--- src/rtl/jacobi_3d_seven_point_stencil_defines.svh ---
`ifndef JACOBI_3D_SEVEN_POINT_STENCIL_DEFINES_SVH
`define JACOBI_3D_SEVEN_POINT_STENCIL_DEFINES_SVH

// Same-cycle implication, checked on every rising clock edge outside reset.
`define J3D_ASSERT_NOW(lbl, ante, cons, msg) \
  lbl: assert property (@(posedge clk_i) disable iff (!rst_ni) (ante) |-> (cons)) \
    else $error(msg);

// Next-cycle implication.
`define J3D_ASSERT_NEXT(lbl, ante, cons, msg) \
  lbl: assert property (@(posedge clk_i) disable iff (!rst_ni) (ante) |=> (cons)) \
    else $error(msg);

`endif

--- src/rtl/j3d_pkg.sv ---
`default_nettype none
package j3d_pkg;

  localparam int MaxSideDef = 64;
  localparam int ValueBits  = 32;
  localparam int SizeBits   = 7;
  localparam int MaskBits   = 6;
  localparam int SumBits    = ValueBits + 3;
  localparam int RecipBits  = 27;
  localparam int RecipShift = 28;
  localparam logic signed [RecipBits-1:0] Recip7 = 27'sd38347922;

  typedef enum logic [1:0] {
    CFG_SIZE_X    = 2'd0,
    CFG_SIZE_Y    = 2'd1,
    CFG_SIZE_Z    = 2'd2,
    CFG_FACE_MASK = 2'd3
  } cfg_reg_e;

  typedef struct packed {
    logic [SizeBits-1:0] size_x;
    logic [SizeBits-1:0] size_y;
    logic [SizeBits-1:0] size_z;
    logic [MaskBits-1:0] face_mask;
  } cfg_t;

  typedef struct packed {
    logic signed [ValueBits-1:0] cell_value;
    logic                        block_start;
  } cell_in_t;

  typedef struct packed {
    logic signed [ValueBits-1:0] new_value;
    logic [ValueBits-2:0]        max_change;
    logic                        last_cell;
  } cell_out_t;

  // One finished interior cell travelling from the front to the back.
  typedef struct packed {
    logic signed [SumBits-1:0]   sum;
    logic signed [ValueBits-1:0] old;
    logic                        fixed;
    logic                        last;
    logic                        clr;
  } work_t;

endpackage
`default_nettype wire

--- src/rtl/j3d_queue.sv ---
`default_nettype none
module j3d_queue
  import j3d_pkg::*;
#(
  parameter int Depth = 4
) (
  input  wire logic  clk_i,
  input  wire logic  rst_ni,
  input  wire logic  push_i,
  input  wire work_t entry_i,
  output logic       full_o,
  input  wire logic  pop_i,
  output work_t      entry_o,
  output logic       empty_o
);

  localparam int PtrW = $clog2(Depth);

  work_t           buf_q [Depth];
  logic [PtrW-1:0] wr_q, rd_q;
  logic [PtrW:0]   cnt_q;

  assign full_o  = (cnt_q == (PtrW+1)'(Depth));
  assign empty_o = (cnt_q == '0);
  assign entry_o = buf_q[rd_q];

  always_ff @(posedge clk_i) begin
    if (push_i) begin
      buf_q[wr_q] <= entry_i;
    end
  end

  always_ff @(posedge clk_i or negedge rst_ni) begin
    if (!rst_ni) begin
      wr_q  <= '0;
      rd_q  <= '0;
      cnt_q <= '0;
    end else begin
      if (push_i) begin
        wr_q <= (wr_q == PtrW'(Depth-1)) ? '0 : wr_q + 1'b1;
      end
      if (pop_i) begin
        rd_q <= (rd_q == PtrW'(Depth-1)) ? '0 : rd_q + 1'b1;
      end
      cnt_q <= cnt_q + (PtrW+1)'(push_i) - (PtrW+1)'(pop_i);
    end
  end

endmodule
`default_nettype wire

--- config.mk ---
export PLATFORM = sky130hd
export DESIGN_NAME = j3d_queue
export DESIGN_NICKNAME = d
export VERILOG_FILES = /design/src/rtl/jacobi_3d_seven_point_stencil_defines.svh /design/src/rtl/j3d_pkg.sv /design/src/rtl/j3d_queue.sv
export SDC_FILE = /design/constraint.sdc
export NUM_CORES = 1
export LEC_CHECK = 0
export ABC_AREA = 0
export BUFFER_PORTS_ARGS = -buffer_cell sky130_fd_sc_hd__clkbuf_2
export CAP_MARGIN = 20
export CORE_AREA = 2 2 202 184
export DETAILED_ROUTE_END_ITERATION = 10
export DIE_AREA = 0 0 204 186
export HOLD_SLACK_MARGIN = 0.06
export PLACE_DENSITY = 0.52
export SLEW_MARGIN = 30
export SYNTH_ARGS = -nofsm -noshare
export SYNTH_HDL_FRONTEND = slang
export SYNTH_SLANG_ARGS = --single-unit
--- constraint.sdc ---
create_clock -name clk_i -period 6.5 [get_ports clk_i]
set_clock_uncertainty 0.1 [all_clocks]
set_input_delay 0.975 -clock clk_i [delete_from_list [all_inputs] [get_ports clk_i]]
set_output_delay 0.975 -clock clk_i [all_outputs]
set_load 0.01 [all_outputs]
Word-level counts from Yosys, hierarchy flattened --
Memory sizes are Yosys's and may differ from the RTL's. Index checks and enable logic that the tools add are counted.
Word-level totals: bits in registers 7, RAM bits 280, bits of input ports 74, output and inout port bits 72, logic and storage cells 16, memories kept 1
Memories:
- buf_q | depth 4, bits a word 70, rd ports 1, clocked after Yosys merged registers in 0, write ports 1, line j3d_queue.sv:19 | work_t buf_q [Depth];
Cells by class: add/sub/neg operators 4, equality and inequality tests 3, mux-type cells 4, reduce and logical (&&, ||, !) cells 1
Operators with widths (count):
- adder 2 x 1 -> 2 bit, second input constant | 2
- equality test 2 bit, second input constant | 2
- two-way mux 2 bit | 2
- adder 3 x 1 -> 3 bit | 1
- equality test 3 bit, second input constant | 1
- logical NOT 3 bit | 1
- subtractor 3 x 1 -> 3 bit | 1
- two-way mux 1 bit | 2

Longest topological paths before layout --
word-level depth 2, gate-level depth with buffers 6, gate-level depth less buffers 6

Worst setup path after synthesis --
Ideal clock, no wire load.
path kind input-to-reg, from in push_i, to mem buf_q[2][0] in the netlist's numbering, enable pin, setup time 435 ps, arrival 2615 ps, required time 5965 ps, setup slack 3349 ps, stages 1, buffers on the path 0, cell sequence and2_1
On the way: longest elaborated chain between the ends 2
Ends and longest elaborated chain:
- start: declaration | line j3d_queue.sv:9 | input wire logic push_i,
- two-way mux 1 bit | line j3d_queue.sv:28 | if (push_i) begin
- two-way mux 1 bit (implied by the code) | line j3d_queue.sv:29 | buf_q[wr_q] <= entry_i;
- end: declaration | line j3d_queue.sv:19
Every way passes these cells.

==> results.cfg <==
[floorplan]
fp.dieW_um = 204
pin_count = 146
fp.dieH_um = 186
dieArea_mm2 = 0.0379
core_area_mm2 = 0.0358
rows = 66
start_util = 0.295

[cells_and_area]
area_growth_pct = 21.3
drive_above_1_share = 0.456
nFillCells = 3335
antenna_cells = 0
layout.nets = 652

[setup_path]
reg2reg_slack_ps = 4200
r2r_start = wr_q[0]
worst_ep_required_time_ps = 5420
rr_endpoint = buf_q[0][4]
worstPathCellList = buf_4 > mux4_2 > clkbuf_2
crit_path_top_delay_cell = dfrtp_4
rr_worst_depth = 4
crit_type = register to output pin
arrival_ps = 2680
startpoint_type = register
critPathMaxStageDelay_ps = 750
cp-end-kind = output pin
critical_path.max_fanout = 26

[detailed_routing]
wire_per_inst_um = 18.9
wl_mm = 20.2
num_vias = 4639
firstDrtPassIters = 4
vias_per_cell = 4.35
drc = 0
first_iter_violations = 159
ant_nets = 0

[place]
place_ws_ps = 3210
port_buffers = 145
gp_congestion = 0.690
hpwl_mm = 12.3

[logic_synthesis]
synth_common_cells = edfxtp_1, mux4_2
syn_inst = 402
synth_area_mm2 = 0.0106
syn_area_per_cell_um2 = 26.3
synthDistinctLibCells = 21
synth_edf_count = 280
synth.most_common_cell = edfxtp_1
syn_nets = 484
synth_area_leaders = edfxtp_1, mux4_2, dfrtp_1
netlist.area_leader.share = 0.794
synthFlopType = edfxtp_1
ys_seq_area_frac = 0.810
yosysWarningCount = 0
synth-seq-cells = 287
synth_top_area_cell = edfxtp_1
async_flop_share = 0.0244

[clock_network]
cts_resized = 0
clk_path_buf_depth = 3
htreeDepth = 1
clkTransAtPathRegs_ps = 60
clk_latency_ps = 550
hold_buffers = 0
root_buffer = clkbuf_16
cts.sinks = 287
cts_setup_buffers = 0
cts_buffers = 30
cts_tree = done

[timing]
finalHoldViolations = 0
slew_headroom = 0.574
setup_viol = 0
rsz0062_at_grt = false
final_max_slew_viol_count = 0
final.min_clock_period_ps = 3760
fin_ws_ps = 2740
clock.fmax_mhz = 266
tns_ps = 0
max_slew.worst_pin.slew_ps = 639
min_period_over_period = 0.578

[grt]
grt_pass1_vias = 5200
antenna_found_initial = 2
grt_max_degree = 39
overflow = 0
grt_pass1_wl_mm = 30.6
grt_use_total = 0.108

[min_path]
hp-class = primary input to async pin

[run_status]
outcome = finished, final reports clean

[pwr]
power_density_mw_per_mm2 = 445
max-vdd-ir-drop_mv = 0.220
p_leak_nw = 4.38
p_total_mw = 5.72

[run]
cap_violations = 0
[power breakdown]
group	internal, mW	switching, mW	leakage [nW]
logic	0.710	0.763	1.24
clock network	1.06	0.653	0.485
registers	2.38	0.162	2.65
[per-layer routing]
metal	global-route usage	vias to the layer above	wire [um]
met5	0	-	13
met4	0.0284	2	421
met3	0.0327	35	1340
met2	0.191	115	10300
li1	-	2065	-
met1	0.128	2422	8070
[per-stage QoR]
stage | cell area (um2) | hold slack, ps | std cells | utilization
final | 12800 | 149 | 1066 | 0.358
after global routing | 12800 | 131 | 1066 | 0.358
after CTS | 12800 | 123 | 1066 | 0.358
after detailed placement | 11900 | 502 | 1014 | 0.331
after global placement | 11800 | 489 | 1011 | 0.328
after floorplan | 10600 | 465 | 402 | -
[registers in the layout, indices dropped and copies added (netlist names)]
register,cells
buf_q,280
wr_q,2
rd_q,2
cnt_q,3
[worst max path at each step]
| stage | from | endpoint | cells past startpoint |
|---|---|---|---|
| 6_report | rd_q[0] | entry_o[58] | 3 |
| 4_1_cts | rd_q[0] | entry_o[58] | 3 |
| 2_1_floorplan | push_i | buf_q[2][0] | 1 |
| 3_3_place_gp | rd_q[0] | entry_o[58] | 3 |
| 5_1_grt | rd_q[0] | entry_o[58] | 3 |
| 3_5_place_dp | rd_q[0] | entry_o[48] | 3 |
[kinds of logic (layout without fill, tap and decap cells)]
group / count (synthesis) / count (layout) / share of synthesized area
compound gates: 2 / 2 / 0.000945
xor+xnor: 2 / 2 / 0.00165
fa+ha+maj: 8 / 8 / 0.0102
buf+inv: 22 / 210 / 0.0201
flops: 287 / 287 / 0.810
mux: 72 / 72 / 0.152
simple gates: 9 / 9 / 0.00496
[area by class of cell]
cell class                      instances  area (um2)  area share
Clock inverter                         16         196      0.0153
Sequential cell                       287        8590       0.669
Multi-Input combinational cell         93        1800       0.140
Clock buffer                           36         795      0.0619
Inverter                                6        22.5     0.00175
Tap cell                              476         596      0.0464
Timing Repair Buffer                  152         838      0.0653
[critical path: cells and delay by family (launching register included)]
family / cells / cell delay (ps)
buffers and inverters: 2 / 690
flip-flops: 1 / 750
multiplexers: 1 / 600
[cell usage in the layout, fill, tap and decap left out, types with 5 or more instances in the layout]
cell type and instances:
inv_1 6, ha_1 7, clkbuf_2 145, clkinv_1 7
mux4_2 68, dfrtp_1 5, bufinv_16 5, edfxtp_1 280
clkbuf_1 5, clkbuf_16 31
No activity file was read; power rests on OpenSTA's default activity.
