`config.mk`:
```
export PLATFORM = sky130hd
export DESIGN_NAME = j3d_back
export DESIGN_NICKNAME = d
export VERILOG_FILES = /design/src/rtl/j3d_pkg.sv /design/src/rtl/j3d_back.sv
export VERILOG_INCLUDE_DIRS = /design/src /design/src/rtl
export SDC_FILE = /design/constraint.sdc
export NUM_CORES = 1
export LEC_CHECK = 0
export ABC_AREA = 0
export ABC_CLOCK_PERIOD_IN_PS = 12100
export BUFFER_PORTS_ARGS = -buffer_cell sky130_fd_sc_hd__buf_2
export CORE_UTILIZATION = 35
export CTS_CLUSTER_SIZE = 10
export DETAILED_ROUTE_END_ITERATION = 16
export SLEW_MARGIN = 5
export SYNTH_ARGS = -nofsm -noshare
export SYNTH_HDL_FRONTEND = slang
export SYNTH_SLANG_ARGS = --single-unit
```
`constraint.sdc`:
```
create_clock -name clk_i -period 12.1 [get_ports clk_i]
set_clock_uncertainty 0.1 [all_clocks]
set_input_delay 1.21 -clock clk_i [delete_from_list [all_inputs] [get_ports clk_i]]
set_output_delay 1.21 -clock clk_i [all_outputs]
set_load 0.02 [all_outputs]
```
`src/rtl/jacobi_3d_seven_point_stencil_defines.svh`:
```
`ifndef JACOBI_3D_SEVEN_POINT_STENCIL_DEFINES_SVH
`define JACOBI_3D_SEVEN_POINT_STENCIL_DEFINES_SVH

// Same-cycle implication, checked on every rising clock edge outside reset.
`define J3D_ASSERT_NOW(lbl, ante, cons, msg) \
  lbl: assert property (@(posedge clk_i) disable iff (!rst_ni) (ante) |-> (cons)) \
    else $error(msg);

// Next-cycle implication.
`define J3D_ASSERT_NEXT(lbl, ante, cons, msg) \
  lbl: assert property (@(posedge clk_i) disable iff (!rst_ni) (ante) |=> (cons)) \
    else $error(msg);

`endif

```
`src/rtl/j3d_pkg.sv`:
```
`default_nettype none
package j3d_pkg;

  localparam int MaxSideDef = 64;
  localparam int ValueBits  = 32;
  localparam int SizeBits   = 7;
  localparam int MaskBits   = 6;
  localparam int SumBits    = ValueBits + 3;
  localparam int RecipBits  = 27;
  localparam int RecipShift = 28;
  localparam logic signed [RecipBits-1:0] Recip7 = 27'sd38347922;

  typedef enum logic [1:0] {
    CFG_SIZE_X    = 2'd0,
    CFG_SIZE_Y    = 2'd1,
    CFG_SIZE_Z    = 2'd2,
    CFG_FACE_MASK = 2'd3
  } cfg_reg_e;

  typedef struct packed {
    logic [SizeBits-1:0] size_x;
    logic [SizeBits-1:0] size_y;
    logic [SizeBits-1:0] size_z;
    logic [MaskBits-1:0] face_mask;
  } cfg_t;

  typedef struct packed {
    logic signed [ValueBits-1:0] cell_value;
    logic                        block_start;
  } cell_in_t;

  typedef struct packed {
    logic signed [ValueBits-1:0] new_value;
    logic [ValueBits-2:0]        max_change;
    logic                        last_cell;
  } cell_out_t;

  // One finished interior cell travelling from the front to the back.
  typedef struct packed {
    logic signed [SumBits-1:0]   sum;
    logic signed [ValueBits-1:0] old;
    logic                        fixed;
    logic                        last;
    logic                        clr;
  } work_t;

endpackage
`default_nettype wire

```
`src/rtl/j3d_back.sv`:
```
`default_nettype none
`include "jacobi_3d_seven_point_stencil_defines.svh"
module j3d_back
  import j3d_pkg::*;
(
  input  wire logic  clk_i,
  input  wire logic  rst_ni,
  input  wire work_t entry_i,
  input  wire logic  empty_i,
  output logic       pop_o,
  output logic       out_valid_o,
  input  wire logic  out_ready_i,
  output cell_out_t  out_data_o
);

  localparam int PrW = SumBits + RecipBits;
  localparam int QW  = PrW - RecipShift;
  localparam int VB  = ValueBits;

  logic pipe_en;

  logic                        p_valid_q, p_fixed_q, p_last_q, p_clr_q;
  logic signed [PrW-1:0]       p_prod_q;
  logic signed [VB-1:0]        p_old_q;

  logic                        n_valid_q, n_last_q, n_clr_q;
  logic signed [VB-1:0]        n_nv_q;
  logic [VB-2:0]               n_diff_q;

  logic                        out_valid_q;
  cell_out_t                   out_q;
  logic [VB-2:0]               max_q;

  logic signed [PrW-1:0]       rnd;
  logic signed [QW-1:0]        q;
  logic signed [VB-1:0]        nv;
  logic signed [VB:0]          d;
  logic [VB:0]                 ad;
  logic [VB-2:0]               diff, mx;

  assign pipe_en     = !out_valid_q || out_ready_i;
  assign pop_o       = !empty_i && pipe_en;
  assign out_valid_o = out_valid_q;
  assign out_data_o  = out_q;

  always_comb begin
    rnd = p_prod_q + (PrW'(1) <<< (RecipShift - 1));
    q   = QW'(rnd >>> RecipShift);
    if (q[QW-1:VB-1] == '0 || q[QW-1:VB-1] == '1) begin
      nv = VB'(q);
    end else begin
      nv = q[QW-1] ? {1'b1, {(VB-1){1'b0}}} : {1'b0, {(VB-1){1'b1}}};
    end
    if (p_fixed_q) begin
      nv = p_old_q;
    end
    d  = {nv[VB-1], nv} - {p_old_q[VB-1], p_old_q};
    ad = d[VB] ? (VB+1)'(-d) : (VB+1)'(d);
    diff = (ad[VB:VB-1] != '0) ? '1 : ad[VB-2:0];
  end

  assign mx = (n_clr_q || n_diff_q > max_q) ? n_diff_q : max_q;

  always_ff @(posedge clk_i) begin
    if (pipe_en) begin
      p_prod_q  <= PrW'(entry_i.sum) * PrW'(Recip7);
      p_old_q   <= entry_i.old;
      p_fixed_q <= entry_i.fixed;
      p_last_q  <= entry_i.last;
      p_clr_q   <= entry_i.clr;
      n_nv_q    <= nv;
      n_diff_q  <= diff;
      n_last_q  <= p_last_q;
      n_clr_q   <= p_clr_q;
      if (n_valid_q) begin
        out_q.new_value  <= n_nv_q;
        out_q.max_change <= mx;
        out_q.last_cell  <= n_last_q;
      end
    end
  end

  always_ff @(posedge clk_i or negedge rst_ni) begin
    if (!rst_ni) begin
      p_valid_q   <= 1'b0;
      n_valid_q   <= 1'b0;
      out_valid_q <= 1'b0;
      max_q       <= '0;
    end else if (pipe_en) begin
      p_valid_q   <= pop_o;
      n_valid_q   <= p_valid_q;
      out_valid_q <= n_valid_q;
      if (n_valid_q) begin
        max_q <= mx;
      end
    end
  end

  `J3D_ASSERT_NEXT(a_max_grows, pipe_en && n_valid_q && !n_clr_q, max_q >= $past(max_q),
                   "running maximum fell without a block start")
  `J3D_ASSERT_NOW(a_max_shown, out_valid_q, out_q.max_change == max_q,
                  "shown maximum differs from the running maximum")
  `J3D_ASSERT_NEXT(a_out_held, out_valid_q && !out_ready_i, out_valid_q && $stable(out_q),
                   "stalled result changed")

endmodule
`default_nettype wire

```
**After elaboration in Yosys (flattened, before gate mapping)**

Cells that the tools add are included.

- Register bits after elaboration: 259
- Latch bits: 0
- Bits in writable memories: 0
- ROM bits: 0
- Input port bits: 74
- Output and inout port bits: 66
- Logic and storage cells: 36
- Memories kept: 0

- Add/sub/neg operators: 3
- Multipliers: 1
- Divide/modulo/power cells: 0
- Magnitude comparators: 1
- Equal/unequal tests: 1
- Shifts and indexed selects: 0
- Muxes and demuxes: 5
- Bitwise gates (word level): 0
- Reduce and logical (&&, ||, !) cells: 9

Operators by type and width:

| kind | number |
|---|---|
| $mux 32 | 3 |
| $add 62x29->62 const B | 1 |
| $mul 35x26->61 const B | 1 |
| $mux 33 | 1 |
| $neg 33->33 | 1 |
| $sub 32x32->33 | 1 |
| $gt 31x31->1 | 1 |
| $mux 31 | 1 |
| $eq 3x3->1 const B | 1 |
| $logic_not 3->1 | 1 |
| $logic_or 1x1->1 | 3 |
| $logic_not 1->1 | 2 |
| $reduce_and 2->1 | 1 |
| $reduce_bool 2->1 | 1 |
| $logic_and 1x1->1 | 1 |

**Longest topological paths before layout**

- Word-level depth: 9
- Mapped depth: 28
- Gate-level depth less buffers: 25

**Worst setup path after synthesis**

Ideal clock, no wire load.

- Path kind: input port to flip-flop
- From: input entry_i[37] in the netlist's numbering
- To: register p_prod_q[61], data pin
- Library setup time: 260 ps
- Data arrival time: 6,898 ps
- Data required time: 11,740 ps
- Path slack: 4,842 ps
- Cell stages on the path: 21
- Cell sequence: ha_1 fa_1 inv_1 fa_1 fa_1 fa_1 fa_1 inv_1 ha_1 clkbuf_1 a311o_1 a21o_1 a21oi_1 nor2_1 a211oi_1 a211oi_1 o211ai_1 o2111ai_1 a31o_2 a21oi_1 xnor2_1

- Cells in the longest elaborated chain, start to end: 1

Ends and longest elaborated chain:

| what | line | RTL |
|---|---|---|
| from (decl) | j3d_back.sv:8 | `input wire work_t entry_i,` |
| $mul 35x26->61 | j3d_back.sv:66 | `p_prod_q <= PrW'(entry_i.sum) * PrW'(Recip7);` |
| to (signal assigned) | j3d_back.sv:66 |  |
| to (decl) | j3d_back.sv:23 | `logic signed [PrW-1:0] p_prod_q;` |

No other way between the ends.
A chain may end at the register's enable or synchronous reset.

**Worst setup path in the final report**

- From: register p_prod_q[29]
- To: register n_diff_q[25], data pin

- Cells in the longest elaborated chain, start to end: 9

Ends and longest elaborated chain:

| what | line | RTL |
|---|---|---|
| $add 62x29->62 * | j3d_back.sv:47 | `rnd = p_prod_q + (PrW'(1) <<< (RecipShift - 1));` |
| $eq 3x3->1 or $logic_not 3->1 (tied branches) | j3d_back.sv:49 | `if (q[QW-1:VB-1] == '0 \|\| q[QW-1:VB-1] == '1) begin` |
| $logic_or 1x1->1 | j3d_back.sv:49 |  |
| $mux 32 * | j3d_back.sv:49 |  |
| $mux 32 * | j3d_back.sv:54 | `if (p_fixed_q) begin` |
| $sub 32x32->33 * | j3d_back.sv:57 | `d = {nv[VB-1], nv} - {p_old_q[VB-1], p_old_q};` |
| $neg 33->33 | j3d_back.sv:58 | `ad = d[VB] ? (VB+1)'(-d) : (VB+1)'(d);` |
| $mux 33 * | j3d_back.sv:58 |  |
| $reduce_bool 2->1 | j3d_back.sv:59 | `diff = (ad[VB:VB-1] != '0) ? '1 : ad[VB-2:0];` |
| to (signal assigned) | j3d_back.sv:72 | `n_diff_q <= diff;` |
| to (decl) | j3d_back.sv:28 | `logic [VB-2:0] n_diff_q;` |

Every way passes the cells marked *; elsewhere a longest branch is shown, timed or not.

==> flow_metrics.py <==
metrics = {
    "timing": {
        "drv_slew": 0,
        "setup_violations": 0,
        "fin_crit_sh": 0.656,
        "tightestPinTransition_ps": 1010,
        "setup-tns-final_ps": 0,
        "max_freq_mhz": 126,
        "layout_min_cycle_time_ps": 7940,
        "timing.slew.headroom": 0.326,
        "finalHoldViolCount": 0,
        "setup_repair_after_global_routing_missed_its_margin": "no",
    },
    "synth": {
        "async_reset_ff_frac": 0.146,
        "ys_seq_area_frac": 0.285,
        "synthesis.instances": 2298,
        "synth_top_family_by_area": "adder cells",
        "synth_simple_gate_area_frac": 0.0922,
        "synth.distinct_cells": 81,
        "synth.yosys.warnings": 0,
        "adder_cell_area_share_of_the_yosys_netlist": 0.350,
        "synthMostInstantiatedCell": "sky130_fd_sc_hd__inv_1",
        "synth_common_cells": "sky130_fd_sc_hd__inv_1, sky130_fd_sc_hd__ha_1, sky130_fd_sc_hd__fa_1",
        "synth-seq-cells": 233,
        "synth_xor_area_frac": 0.0482,
        "synth_top_cell_by_area": "sky130_fd_sc_hd__edfxtp_1",
        "synthesis.area_per_instance_um2": 10.4,
        "edff_count_synth": 199,
        "synth_nets": 2905,
        "synthMuxAreaShare": 0.0347,
        "synth-compound-area-share": 0.116,
        "synth_top_flop_cell": "sky130_fd_sc_hd__edfxtp_1",
        "post_synth_instance_area_mm2": 0.0240,
        "synthDominantCellAreaShare": 0.249,
        "ys_top_cells_by_area": "sky130_fd_sc_hd__edfxtp_1, sky130_fd_sc_hd__fa_1, sky130_fd_sc_hd__ha_1, sky130_fd_sc_hd__inv_1, sky130_fd_sc_hd__dfrtp_1",
    },
    "placement": {
        "port-buffer-count": 139,
        "dp_hpwl_mm": 48.4,
        "globalplace.congestion": 0.912,
    },
    "floorplanning": {
        "die_w_um": 264,
        "die_area_mm2": 0.0695,
        "initial_utilization": 0.355,
        "dieHeight_um": 264,
        "fp.coreArea_mm2": 0.0675,
        "std_cell_rows": 95,
        "top_level_pins": 140,
    },
    "finish": {
        "area.growth.synth_to_final_pct": 9.90,
        "design.final.nets": 3021,
        "filler_cell_count": 6624,
        "antennaDiodeCount": 0,
        "layout-drive-gt1-share": 0.112,
    },
    "critical_path": {
        "critical-path-slowest-cell": "sky130_fd_sc_hd__and3b_1",
        "cp.required_ps": 12220,
        "criticalPathCategory": "flip-flop to flip-flop",
        "reg2regPathDepth": 26,
        "crit_start": "p_prod_q[29]",
        "reg2reg_from": "p_prod_q[29]",
        "end_kind": "flip-flop",
        "critical_path_peak_fanout": 32,
        "worst_setup_path_start_kind": "flip-flop",
        "cp_arrival_ps": 8060,
        "setup.worst_path.end": "n_diff_q[25]",
        "cpPeakStageDelay_ps": 920,
        "capture_instance_of_the_worst_register_to_register_path": "n_diff_q[25]",
        "ff2ff_setup_slack_ps": 4160,
    },
    "detailed_routing": {
        "route.vias.total": 16500,
        "vias_per_cell": 5.00,
        "remaining_drc_errors": 0,
        "drt-pass1-iter-count": 5,
        "drt_wl_total_mm": 57.8,
        "drt-initial-drc-count": 1050,
        "ant_nets": 0,
        "post_drt_wl_per_cell_um": 17.5,
    },
    "global_route": {
        "grt.overflow.total": 0,
        "groute.usage.overall": 0.168,
        "pin_count_of_the_biggest_net_entering_global_routing": 73,
        "antenna_found_initial": 1,
        "grt_first_pass_wirelength_mm": 93.2,
        "grt_pass1_vias": 17400,
    },
    "clock_network": {
        "clkTransAtPathRegs_ps": 50,
        "clock_tree.buffer_depth": 3,
        "cts_tree": "yes",
        "cts_root_buf": "sky130_fd_sc_hd__clkbuf_16",
        "clock_sink_count": 233,
        "clock_latency_at_the_later_pin_of_the_worst_skew_pair_ps": 540,
        "cts.hold.buffers_added": 0,
        "tritoncts.num_buffers": 27,
        "post_cts_buffers": 0,
        "htreeDepth": 1,
        "cts-resized-gates": 0,
    },
    "run_status": {
        "run_status": "finished, final reports clean",
    },
    "run": {
        "timing.max_cap.violations": 0,
    },
    "worst_hold_path": {
        "hold_path.class": "flip-flop to flip-flop",
    },
}
-- worst min path at each step --
stage          startpoint              to  slack [ps]  cells after the start
6_report        n_nv_q[2]  out_data_o[34]         320                      0
5_1_grt          n_last_q   out_data_o[0]         320                      0
4_1_cts        n_nv_q[26]  out_data_o[58]         320                      0
3_5_place_dp    n_nv_q[2]  out_data_o[34]         300                      0
3_3_place_gp     p_last_q        n_last_q         300                      0
2_1_floorplan     p_clr_q         n_clr_q         300                      0
-- metrics by stage --
step	hold WS, ps	setup WS (ps)	utilization	instances	instance area [um^2]
after global placement	302	4000	0.379	3258	25600
after global routing	319	3420	0.390	3308	26300
after CTS	316	4090	0.390	3308	26300
after floorplan	300	4840	-	2298	24000
final	316	4160	0.390	3308	26300
after detailed placement	305	3970	0.379	3258	25600
-- metal layers --
| metal | up-vias | GRT usage | share of wire |
|---|---|---|---|
| li1 | 8094 | - | - |
| met1 | 8022 | 0.231 | 0.48 |
| met2 | 354 | 0.290 | 0.47 |
| met3 | 55 | 0.0140 | 0.037 |
| met4 | 0 | 0.0284 | 0.015 |
| met5 | - | 0 | 0 |
-- kinds of logic after synthesis --
group | count (synthesis)
AO/OA/AOI/OAI | 402
XOR/XNOR | 132
adder cells (fa/ha/maj) | 535
buffers and inverters | 464
flip-flops | 233
multiplexers | 74
AND/OR/NAND/NOR | 458
-- state kept, by name, indices dropped and copies added, names as in the netlist, 31 cells and up --
register,flops
n_nv_q,32
max_q,31
p_old_q,32
p_prod_q,35
n_diff_q,31
out_data_o,64
-- layout make-up --
cell class / count / area (um^2) / area share
multi-input cells: 1601 / 15400 / 0.584
flip-flops and latches: 233 / 6830 / 0.259
inverters: 405 / 1530 / 0.0579
well taps: 873 / 1090 / 0.0415
clock buffers: 48 / 764 / 0.0290
repair buffers: 146 / 748 / 0.0284
clock inverters: 2 / 12.5 / 0.000475
-- cells in the final DEF, fill, tap and decap left out, drive strengths merged, types with 21 or more instances in the layout --
cell and instances:
a21o 51, o31ai 38, ha 306, nand4 21
o21ai 65, nor2 100, xnor2 84, o21a 22
nand2 158, inv 406, a21oi 105, fa 227
nor2b 23, buf 146, clkbuf 48, edfxtp 199
dfrtp 34, nand3 33, nor3 29, xor2 48
mux2 63
-- worst max-delay path: cells and delay by family (launching register included) --
family | cells | cell delay, ps
AO/OA/AOI/OAI | 11 | 2760
buffers and inverters | 2 | 410
XOR/XNOR | 1 | 140
adder cells (fa/ha/maj) | 2 | 600
AND/OR/NAND/NOR | 10 | 3160
flip-flops | 1 | 390
Power is not shown: default switching activity piles up to over one toggle a cycle in this logic, so the estimate is an artifact.
